===== config.mk =====
export PLATFORM = sky130hd
export DESIGN_NAME = fpa_fifo
export DESIGN_NICKNAME = d
export VERILOG_FILES = /design/src/design/fpa_pkg.sv /design/src/design/fpa_fifo.sv
export SDC_FILE = /design/constraint.sdc
export NUM_CORES = 1
export LEC_CHECK = 0
export BUFFER_PORTS_ARGS = -buffer_cell sky130_fd_sc_hd__buf_2
export CAP_MARGIN = 20
export CORE_AREA = 3 3 126 128
export DETAILED_ROUTE_END_ITERATION = 16
export DIE_AREA = 0 0 129 131
export PLACE_DENSITY = 0.86
export SLEW_MARGIN = 20
export SYNTH_ARGS = -nofsm -noshare
export SYNTH_HDL_FRONTEND = slang
export SYNTH_SLANG_ARGS = --single-unit

===== constraint.sdc =====
create_clock -name clk_i -period 8 [get_ports clk_i]
set_input_delay 1.6 -clock clk_i [delete_from_list [all_inputs] [get_ports clk_i]]
set_output_delay 1.6 -clock clk_i [all_outputs]
set_load 0.05 [all_outputs]

===== src/design/fpa_pkg.sv =====
// Shared types, codes and helpers for the Q24.8 fixed-point ALU.
// Used by fpa_front, fpa_fifo, fpa_back and fixed_point_alu_q24_8.
package fpa_pkg;

  localparam int DATA_W = 32;
  localparam int CMD_W  = 4;

  typedef enum logic [CMD_W-1:0] {
    CMD_ADD      = 4'd0,
    CMD_SUB      = 4'd1,
    CMD_MUL      = 4'd2,
    CMD_DIV      = 4'd3,
    CMD_GT       = 4'd4,
    CMD_LT       = 4'd5,
    CMD_GE       = 4'd6,
    CMD_LE       = 4'd7,
    CMD_EQ       = 4'd8,
    CMD_NE       = 4'd9,
    CMD_MIN      = 4'd10,
    CMD_MAX      = 4'd11,
    CMD_INC      = 4'd12,
    CMD_DEC      = 4'd13,
    CMD_TO_INT   = 4'd14,
    CMD_FROM_INT = 4'd15
  } cmd_e;

  typedef enum logic [1:0] {
    ST_OK   = 2'd0,
    ST_SAT  = 2'd1,
    ST_DIV0 = 2'd2
  } status_e;

  // Work left for the back end once the front end has classified a transaction.
  typedef enum logic [1:0] {
    KIND_DONE = 2'd0,
    KIND_MUL  = 2'd1,
    KIND_DIV  = 2'd2
  } kind_e;

  typedef struct packed {
    kind_e              kind;
    logic [DATA_W-1:0]  res;
    logic               cmp;
    status_e            st;
    logic [DATA_W-1:0]  mag_a;
    logic [DATA_W-1:0]  mag_b;
    logic               neg;
  } item_t;

  typedef struct packed {
    logic              sat;
    logic [DATA_W-1:0] val;
  } sat_t;

  // Clamps a 33-bit signed value to the signed 32-bit range.
  function automatic sat_t sat33(input logic [DATA_W:0] v);
    sat_t r;
    r.sat = v[DATA_W] ^ v[DATA_W-1];
    if (r.sat) begin
      r.val = v[DATA_W] ? {1'b1, {(DATA_W-1){1'b0}}} : {1'b0, {(DATA_W-1){1'b1}}};
    end else begin
      r.val = v[DATA_W-1:0];
    end
    return r;
  endfunction

endpackage


===== src/design/fpa_fifo.sv =====
// Two-entry queue between the front and back ends.
// Depends on fpa_pkg for the transaction type.
module fpa_fifo (
  input  logic           clk_i,
  input  logic           rst_ni,
  input  logic           push_i,
  input  fpa_pkg::item_t item_i,
  input  logic           pop_i,
  output fpa_pkg::item_t item_o,
  output logic           nempty_o,
  output logic           full_o
);

  fpa_pkg::item_t mem_q [2];
  logic           wr_q, rd_q;
  logic [1:0]     cnt_q, cnt_d;

  assign item_o   = mem_q[rd_q];
  assign nempty_o = cnt_q != 2'd0;
  assign full_o   = cnt_q == 2'd2;
  assign cnt_d    = cnt_q + {1'b0, push_i} - {1'b0, pop_i};

  always_ff @(posedge clk_i) begin
    if (push_i) begin
      mem_q[wr_q] <= item_i;
    end
  end

  always_ff @(posedge clk_i or negedge rst_ni) begin
    if (!rst_ni) begin
      wr_q  <= 1'b0;
      rd_q  <= 1'b0;
      cnt_q <= 2'd0;
    end else begin
      cnt_q <= cnt_d;
      if (push_i) begin
        wr_q <= ~wr_q;
      end
      if (pop_i) begin
        rd_q <= ~rd_q;
      end
    end
  end

endmodule


==> impl_metrics.tcl <==
set metrics [dict create \
    most-common-layout-cells "buf_2, edfxtp_1, mux2_2, clkbuf_16, clkbuf_1" \
    path_clk_slew_ns 0.06 \
    hold_buffers 0 \
    cp.depth 3 \
    period_needed_ns 4.34 \
    crit_chain "buf_4 > mux2_2 > buf_2" \
    slew_headroom_pct 50.9 \
    crit_slowest_cell "dfrtp_4" \
    viasPerCell 5.04 \
    initial_core_util_pct 50.6 \
    ios 210 \
    ys_types 13 \
    holdCritPathClass "reg2reg" \
    worst-r2r-setup-slack_ns 5.82 \
    synth_seq_cells 208 \
    die_h_um 131 \
    endpoint_kind "output pin" \
    avgSynthCellArea_um2 22.8 \
    p_per_area_nw_per_um2 423 \
    mostFrequentLayoutCell "buf_2" \
    final.fill_count 1038 \
    routabilityCongestion 0.734 \
    seq_power_share_pct 38.6 \
    grt_max_degree 56 \
    vias 3819 \
    timing.rr.end "mem_q[1][46]$_DFFE_PP_" \
    crit_arrival_ns 2.74 \
    grt_pass1_vias 3946 \
    num_antenna_cells 0 \
    multi_input_area_um2 1250 \
    drv_cap 0 \
    grt_pass1_wl_um 19700 \
    die_w_um 129 \
    final.setup.tns_ns 0 \
    die_area_um2 16900 \
    fin_skew_ns 0.00938 \
    power_frac_comb_pct 38.8 \
    power.switching_mw 1.58 \
    setup_slack_ns 3.66 \
    ant_nets 0 \
    drt_iter0_markers 172 \
    yosys_warnings 0 \
    crit_type "reg2out" \
    power.leakage_nw 3.58 \
    ys_seq_area_share_pct 82.2 \
    syn_nets 440 \
    critPathMaxFanout 55 \
    row_count 45 \
    area_delta_synth_final_pct 24.7 \
    rr_startpoint "wr_q$_DFFE_PN0P_" \
    dr.pass1.iters 4 \
    vdd_drop_max_v 0.000249 \
    internal_power_mw 2.41 \
    ff2ff_path_depth 2 \
    drc 0 \
    post-place-ws_ns 4.16 \
    dp_hpwl_um 9100 \
    clk_path_buf_depth 3 \
    timing.fmax_ghz 0.230 \
    p_clk_share_pct 22.6 \
    wl_per_cell_um 17.8 \
    grt_usage_pct 15.0 \
    post_cts_buffers 0 \
    cts_tree "yes" \
    finalMaxSlewViolations 0 \
    endpoint "item_o[96]" \
    synthCells 332 \
    hold_slack_ns 0.551 \
    overflow 0 \
    ctsResizeCount 0 \
    sw_frac_of_total_pct 39.6 \
    cp_num_buf_inv 2 \
    setup_viol 0 \
    antenna_found_initial 1 \
    io_buffers 209 \
    clk_latency_ns 0.48 \
    coreArea_um2 15000 \
    layout-drive-gt1-share_pct 61.0 \
    worst_slew_pin_slew_ns 0.736 \
    finalCritPeriodShare_pct 54.3 \
    rsz0062_at_grt "false" \
    status "completed" \
    startpoint_type "register" \
    slowest_delay_ns 0.83 \
    critPathRequiredTime_ns 6.40 \
    cts-htree-levels 1 \
    fin_util_pct 63.1 \
    final-hold-violation-count 0 \
    startpoint "rd_q$_DFFE_PN0P_" \
    final_net_count 666 \
    min_path_cells 1 \
    path_delay_family "buffers and inverters" \
    syn_area_um2 7570 \
    cts_sinks 208 \
    seq_area_um2 6230 \
    clockRootBuffer "clkbuf_16" \
    numCtsBuffers 22 \
    routed_wl_um 13400 \
]
cell usage after synthesis, drive strengths merged:
cell    count  area (um2)
xor3        1        23.8
buf        11         101
inv         2        7.51
edfxtp    204        6130
or2         1        6.26
ha          2        25.0
mux2      102        1150
xor2        2        17.5
dfrtp       4         100
nor2b       2        12.5
and2        1        6.26
worst min-delay path by stage:
stage	startpoint	to	slack, ns
2_1_floorplan	wr_q$_DFFE_PN0P_	wr_q$_DFFE_PN0P_	0.46
3_3_place_gp	wr_q$_DFFE_PN0P_	wr_q$_DFFE_PN0P_	0.53
3_5_place_dp	wr_q$_DFFE_PN0P_	wr_q$_DFFE_PN0P_	0.55
4_1_cts	wr_q$_DFFE_PN0P_	wr_q$_DFFE_PN0P_	0.56
5_1_grt	wr_q$_DFFE_PN0P_	wr_q$_DFFE_PN0P_	0.57
6_report	wr_q$_DFFE_PN0P_	wr_q$_DFFE_PN0P_	0.55
final cells by class:
| cell class | instances | area share [%] |
|---|---|---|
| inverters | 2 | 0.0795 |
| multi-input cells | 111 | 13.2 |
| repair buffers | 213 | 11.4 |
| well taps | 188 | 2.49 |
| clock buffers | 32 | 6.66 |
| clock inverters | 3 | 0.185 |
| flip-flops and latches | 208 | 66.0 |
metal layers:
metal / routed length [um] / vias up / GRT usage (%)
li1: - / 1775 / -
met1: 5020 / 1858 / 17.5
met4: 369 / 2 / 5.06
met2: 6930 / 152 / 26.2
met5: 7 / - / 0
met3: 1120 / 32 / 5.12
power groups by stage:
stage	combinational (mW)	clock, mW	sequential (mW)
floorplan	1.32	0	1.53
global placement	1.55	0	1.55
detailed placement	1.57	0	1.57
CTS	1.57	0.930	1.55
global route	1.62	0.969	1.57
finish	1.55	0.904	1.54
registers in the layout (all words and copies together), names as in the netlist:
| register | count |
|---|---|
| wr_q | 1 |
| mem_q | 204 |
| cnt_q | 2 |
| rd_q | 1 |
stage by stage:
step                      instances  power [mW]  area (um2)
after detailed placement        722        3.14        8800
final                           757        4.00        9450
after floorplan                 332        2.84        7570
after global placement          722        3.10        8800
after global routing            757        4.16        9450
after CTS                       757        4.05        9450
cell families (layout without fill, tap and decap cells):
group | Yosys count | count (layout) | share of synthesized area, %
multiplexers | 102 | 102 | 15.2
XOR/XNOR | 3 | 3 | 0.545
AND/OR/NAND/NOR | 4 | 4 | 0.330
buffers and inverters | 13 | 250 | 1.44
flip-flops | 208 | 208 | 82.2
adder cells (fa/ha/maj) | 2 | 2 | 0.330
No activity file was read; power rests on OpenSTA's default activity.
