**src/design/fpa_pkg.sv**
```systemverilog
// Shared types, codes and helpers for the Q24.8 fixed-point ALU.
// Used by fpa_front, fpa_fifo, fpa_back and fixed_point_alu_q24_8.
package fpa_pkg;

  localparam int DATA_W = 32;
  localparam int CMD_W  = 4;

  typedef enum logic [CMD_W-1:0] {
    CMD_ADD      = 4'd0,
    CMD_SUB      = 4'd1,
    CMD_MUL      = 4'd2,
    CMD_DIV      = 4'd3,
    CMD_GT       = 4'd4,
    CMD_LT       = 4'd5,
    CMD_GE       = 4'd6,
    CMD_LE       = 4'd7,
    CMD_EQ       = 4'd8,
    CMD_NE       = 4'd9,
    CMD_MIN      = 4'd10,
    CMD_MAX      = 4'd11,
    CMD_INC      = 4'd12,
    CMD_DEC      = 4'd13,
    CMD_TO_INT   = 4'd14,
    CMD_FROM_INT = 4'd15
  } cmd_e;

  typedef enum logic [1:0] {
    ST_OK   = 2'd0,
    ST_SAT  = 2'd1,
    ST_DIV0 = 2'd2
  } status_e;

  // Work left for the back end once the front end has classified a transaction.
  typedef enum logic [1:0] {
    KIND_DONE = 2'd0,
    KIND_MUL  = 2'd1,
    KIND_DIV  = 2'd2
  } kind_e;

  typedef struct packed {
    kind_e              kind;
    logic [DATA_W-1:0]  res;
    logic               cmp;
    status_e            st;
    logic [DATA_W-1:0]  mag_a;
    logic [DATA_W-1:0]  mag_b;
    logic               neg;
  } item_t;

  typedef struct packed {
    logic              sat;
    logic [DATA_W-1:0] val;
  } sat_t;

  // Clamps a 33-bit signed value to the signed 32-bit range.
  function automatic sat_t sat33(input logic [DATA_W:0] v);
    sat_t r;
    r.sat = v[DATA_W] ^ v[DATA_W-1];
    if (r.sat) begin
      r.val = v[DATA_W] ? {1'b1, {(DATA_W-1){1'b0}}} : {1'b0, {(DATA_W-1){1'b1}}};
    end else begin
      r.val = v[DATA_W-1:0];
    end
    return r;
  endfunction

endpackage

```
**src/design/fpa_front.sv**
```systemverilog
// Front end: decodes the command, finishes every operation other than multiply
// and divide, and prepares magnitudes and sign for those two. Depends on fpa_pkg.
module fpa_front #(
  parameter int FRACTION_BITS = 8
) (
  input  logic [fpa_pkg::CMD_W-1:0]  command_i,
  input  logic [fpa_pkg::DATA_W-1:0] operand_a_i,
  input  logic [fpa_pkg::DATA_W-1:0] operand_b_i,
  output fpa_pkg::item_t             item_o
);

  localparam int W = fpa_pkg::DATA_W;

  logic signed [W-1:0]               a, b;
  logic [W:0]                        sum, diff, incr, decr;
  logic signed [W+FRACTION_BITS-1:0] scaled;
  logic [FRACTION_BITS:0]            scaled_hi;
  fpa_pkg::sat_t                     sat;
  fpa_pkg::cmd_e                     cmd;

  assign a = operand_a_i;
  assign b = operand_b_i;
  assign cmd = fpa_pkg::cmd_e'(command_i);

  assign sum    = {a[W-1], a} + {b[W-1], b};
  assign diff   = {a[W-1], a} - {b[W-1], b};
  assign incr   = {a[W-1], a} + (W+1)'(1);
  assign decr   = {a[W-1], a} - (W+1)'(1);
  assign scaled = {a, {FRACTION_BITS{1'b0}}};
  assign scaled_hi = scaled[W+FRACTION_BITS-1:W-1];

  always_comb begin
    item_o       = '0;
    item_o.kind  = fpa_pkg::KIND_DONE;
    item_o.st    = fpa_pkg::ST_OK;
    item_o.mag_a = a[W-1] ? W'(-a) : a;
    item_o.mag_b = b[W-1] ? W'(-b) : b;
    item_o.neg   = a[W-1] ^ b[W-1];
    sat          = '0;
    case (cmd)
      fpa_pkg::CMD_ADD:    sat = fpa_pkg::sat33(sum);
      fpa_pkg::CMD_SUB:    sat = fpa_pkg::sat33(diff);
      fpa_pkg::CMD_INC:    sat = fpa_pkg::sat33(incr);
      fpa_pkg::CMD_DEC:    sat = fpa_pkg::sat33(decr);
      fpa_pkg::CMD_MUL:    item_o.kind = fpa_pkg::KIND_MUL;
      fpa_pkg::CMD_DIV:    item_o.kind = fpa_pkg::KIND_DIV;
      fpa_pkg::CMD_GT:     item_o.cmp = a > b;
      fpa_pkg::CMD_LT:     item_o.cmp = a < b;
      fpa_pkg::CMD_GE:     item_o.cmp = a >= b;
      fpa_pkg::CMD_LE:     item_o.cmp = a <= b;
      fpa_pkg::CMD_EQ:     item_o.cmp = a == b;
      fpa_pkg::CMD_NE:     item_o.cmp = a != b;
      fpa_pkg::CMD_MIN:    sat.val = (a < b) ? a : b;
      fpa_pkg::CMD_MAX:    sat.val = (a > b) ? a : b;
      fpa_pkg::CMD_TO_INT: sat.val = W'(a >>> FRACTION_BITS);
      fpa_pkg::CMD_FROM_INT: begin
        // The shifted value fits only when its top bits are all copies of the sign.
        if (scaled_hi != '0 && scaled_hi != '1) begin
          sat.sat = 1'b1;
          sat.val = a[W-1] ? {1'b1, {(W-1){1'b0}}} : {1'b0, {(W-1){1'b1}}};
        end else begin
          sat.val = scaled[W-1:0];
        end
      end
      default: sat = '0;
    endcase
    item_o.res = sat.val;
    if (sat.sat) begin
      item_o.st = fpa_pkg::ST_SAT;
    end
  end

endmodule

```
**config.mk**
```make
export PLATFORM = sky130hd
export DESIGN_NAME = fpa_front
export DESIGN_NICKNAME = d
export VERILOG_FILES = /design/src/design/fpa_pkg.sv /design/src/design/fpa_front.sv
export SDC_FILE = /design/constraint.sdc
export NUM_CORES = 1
export LEC_CHECK = 0
export BUFFER_PORTS_ARGS = -buffer_cell sky130_fd_sc_hd__buf_2
export CELL_PAD_IN_SITES_DETAIL_PLACEMENT = 0
export CELL_PAD_IN_SITES_GLOBAL_PLACEMENT = 1
export CORE_ASPECT_RATIO = 1.5
export CORE_MARGIN = 8
export CORE_UTILIZATION = 37
export DETAILED_ROUTE_END_ITERATION = 16
export PLACE_DENSITY = 0.9
export SLEW_MARGIN = 20
export SYNTH_ARGS = -nofsm -noshare
export SYNTH_HDL_FRONTEND = slang
export SYNTH_SLANG_ARGS = --single-unit
```
**constraint.sdc**
```tcl
create_clock -name vclk -period 3.3
set_clock_uncertainty 0.05 [all_clocks]
set_input_delay 0 -clock vclk [all_inputs]
set_output_delay 0 -clock vclk [all_outputs]
set_load 0.02 [all_outputs]
```
==> metrics.md <==
| Metric | Value |
|---|---|
| Status | `finished with violations` |
| Failing checks | `negative setup slack` |
| Via count | `between 10k and 15k` |
| Slack of the critical path | `-0.2898 ns` |
| Dpl hpwl | `just under 40000 um` |
| Met1 wire length | `17500 um` |
| Cell Area, Synth | `8887 um^2` |
| Vias in the first global route | `13.73k` |
| Max Cap Viol | `0` |
| Final core utilization | `0.5752` |
| Normalized max-slew margin | `0.1180` |
| Starting Density | `0.3757` |
| Top delay family on crit path | `buffers and inverters` |
| DR vias/cell | `between 6 and 7` |
| Max frequency | `278.6 MHz` |
| CP most frequent cell | `buf_4` |
| Worst hold slack | `0.1985 ns` |
| Die width | `142.5 um` |
| Post-Layout Cell Count | `approximately 2.2k` |
| Pwr Density | `just over 200 nW/um^2` |
| Drt pass-1 iters | `7` |
| Final RePlAce weighted congestion | `about 1.2` |
| Largest family of logic cells by synthesized area | `compound AO/OA/AOI/OAI gates` |
| Crit start category | `input port` |
| Lkg Pwr | `just over 0.006 uW` |
| Final period util | `1.088` |
| CP peak stage delay | `between 0.8 and 0.9 ns` |
| Drt total wl | `51710 um` |
| Largest net degree at the start of global routing | `52` |
| Crit path max fanout | `8` |
| Hold/Removal Path Class | `in2out` |
| Buf/Inv on CP | `9` |
| WS Path Type | `in2out` |
| Mux contribution to synthesized area | `0.02717` |
| Hold-fix buffers at CTS | `0` |
| Layout cells sized above 1 | `0.3776` |
| Routed met3 length | `6060 um` |
| Global-route wire length before repair | `75020 um` |
| Endpoints failing hold | `0` |
| Worst path arrival time | `roughly 3.5 ns` |
| Boundary pin count | `170` |
| Yosys warns | `0` |
| Die height | `between 200 and 250 um` |
| Placed cell count | `roughly 2.2k` |
| CLK BUF | `0` |
| Iteration-0 DRC count of the detailed router | `between 2k and 2.5k` |
| Post-Synth XOR/XNOR Area | `0.1597` |
| Nature of the critical path endpoint | `output port` |
| Final setup viols | `33` |
| Register Area | `0 um^2` |
| Initial antenna violation count | `0` |
| Worst EP required | `3.25 ns` |
| Fillcell total | `roughly 2.2k` |
| Total GRT Usage | `0.3261` |
| Syn Nets | `~1.6k` |
| Worst Tran Pin Value | `between 1 and 1.5 ns` |
| Area delta synth->final | `53.10%` |
| Netlist cell types | `between 80 and 90` |
| Fin. max-slew vios | `0` |
| Critical path cell sequence | `buf_2 > inv_1 > ha_4 > buf_4 > buf_4 > clkinv_1 > buf_4 > nor3_1 > a31oi_1 > nand2_2 > buf_4 > o22ai_1 > buf_4 > a221oi_1 > nand3_1 > buf_2` |
| Fin nets | `~2.0k` |
| Synth Area in Compound Gates | `0.3221` |
| GRT overflow | `0` |
| RSZ-0062 raised after global routing | `yes` |
| Post-Synth Adder-Cell Area | `0.09883` |
| Core box area | `23660 um^2` |
| Die area | `roughly 29000 um^2` |
| IO Port Bufs | `approximately 170` |
| Post-synthesis sequential area ratio | `0` |
| Pre-CTS setup slack | `-0.5102 ns` |
| Residual DRC | `0` |
| Worst path slowest cell | `nor3_1` |
| Post-synthesis simple-gate area fraction | `0.3030` |
| Met2 wire length | `between 20000 and 25000 um` |
| Area occupied by multi-input gates | `between 8000 and 9000 um^2` |
| DRT antenna net count | `0` |
| Final Critical Period | `between 3 and 4 ns` |
| Top routing layer in use | `met4` |
| Site row count | `69` |
| Seq_cells | `0` |
| Tot Pwr | `between 2000 and 3000 uW` |
| Mapped Avg Cell Area | `about 6 um^2` |
| Synthesized instance count | `~1.4k` |
| Max VDD drop | `approximately 0.00013 V` |
| Routed len/inst | `~23 um` |
==> layer usage <==
| metal | track usage | vias to the layer above |
|---|---|---|
| met4 | 0.2472 | 0 |
| li1 | - | 6122 |
| met1 | 0.3656 | 6366 |
| met2 | 0.5382 | 1243 |
| met3 | 0.06154 | 458 |
| met5 | 0 | - |
==> area by class of cell <==
type | count | share of cell area
multi-input cells | 1240 | 0.6471
repair buffers | 573 | 0.3015
well taps | 319 | 0.02933
inverters | 78 | 0.02189
diodes | 1 | 0.0001839
==> worst paths after layout <==
path	endpoint	cells past startpoint	slack, ns	startpoint
worst max-delay path	item_o[82]	16	-0.29	operand_b_i[24]
worst min-delay path	item_o[33]	2	0.20	operand_a_i[0]
==> cells by family (layout without fill, tap and decap cells) <==
group                      Yosys count  after routing
buffers and inverters              201            651
other                                1              2
adders and majority gates           69             69
and+or+nand+nor                    528            528
AOI/OAI and AO/OA                  456            456
xor gates and xnor gates           162            162
muxes                               24             24
==> through the flow <==
step                      cell area [um^2]  TNS (ns)
after CTS                            13070   -0.7013
after floorplan                       8889         0
after global placement               12580    -7.860
final                                13610    -5.485
after global routing                 13600    -8.931
after detailed placement             12580    -10.49
==> synthesized netlist by cell type (all sizes together), types with 3 or more instances <==
master     n  share of area
xor2      22          0.022
o21ai    125          0.070
or2        8         0.0056
or3       21          0.015
mux2i     23          0.026
xnor2    140           0.14
o22ai      5         0.0035
nor2      95          0.040
a311oi     3         0.0037
nor4      26          0.020
nand2    128          0.054
o31a       6         0.0059
o21bai    13          0.011
o21a       6         0.0051
a21boi     5         0.0042
a31oi     16          0.011
inv       76          0.032
or4       19          0.017
nand4     46          0.032
o2111ai    3         0.0030
a221oi    14          0.014
a31o       3         0.0030
and2      11         0.0077
a211o      5         0.0049
a21oi    142          0.080
o31ai     28          0.025
buf       27          0.015
nand4b     3         0.0030
o221ai     4         0.0039
nor3      42          0.024
a2111oi    6         0.0059
ha        67          0.094
nor2b     11         0.0077
nand2b    26          0.018
clkbuf    96          0.041
a221o      3         0.0034
o211ai    16          0.014
a21o      10         0.0084
nand3     68          0.038
and3      14         0.0099
o41ai      4         0.0039
a211oi    19          0.016
==> layout by cell type, fill, tap and decap left out, types with 26 or more instances in the layout <==
cell      synthesis  layout
nand2b_1         26      26
a21oi_1         142     133
buf_2            16     138
nor2_1           95      94
ha_1             67      56
buf_4             4     405
inv_1            76      70
xnor2_1         140     140
nand4_1          46      46
nand2_1         127     121
o21ai_0         122     111
nand3_1          68      63
nor3_1           41      33
==> where the power goes <==
group | internal (uW) | switching [uW]
combinational | 1160 | 1600
sequential | 0 | 0
clock | 0.00000154 | 0
total | 1160 | 1600
==> what timing repair did <==
item / in CTS / in global routing
resized for setup: 103 / 110
pin swaps: 14 / 44
endpoints found under the setup margin: 39 / 41
buffers inserted: 12 / 7
cloned: 0 / 0
(Power assumes the default switching activity.)
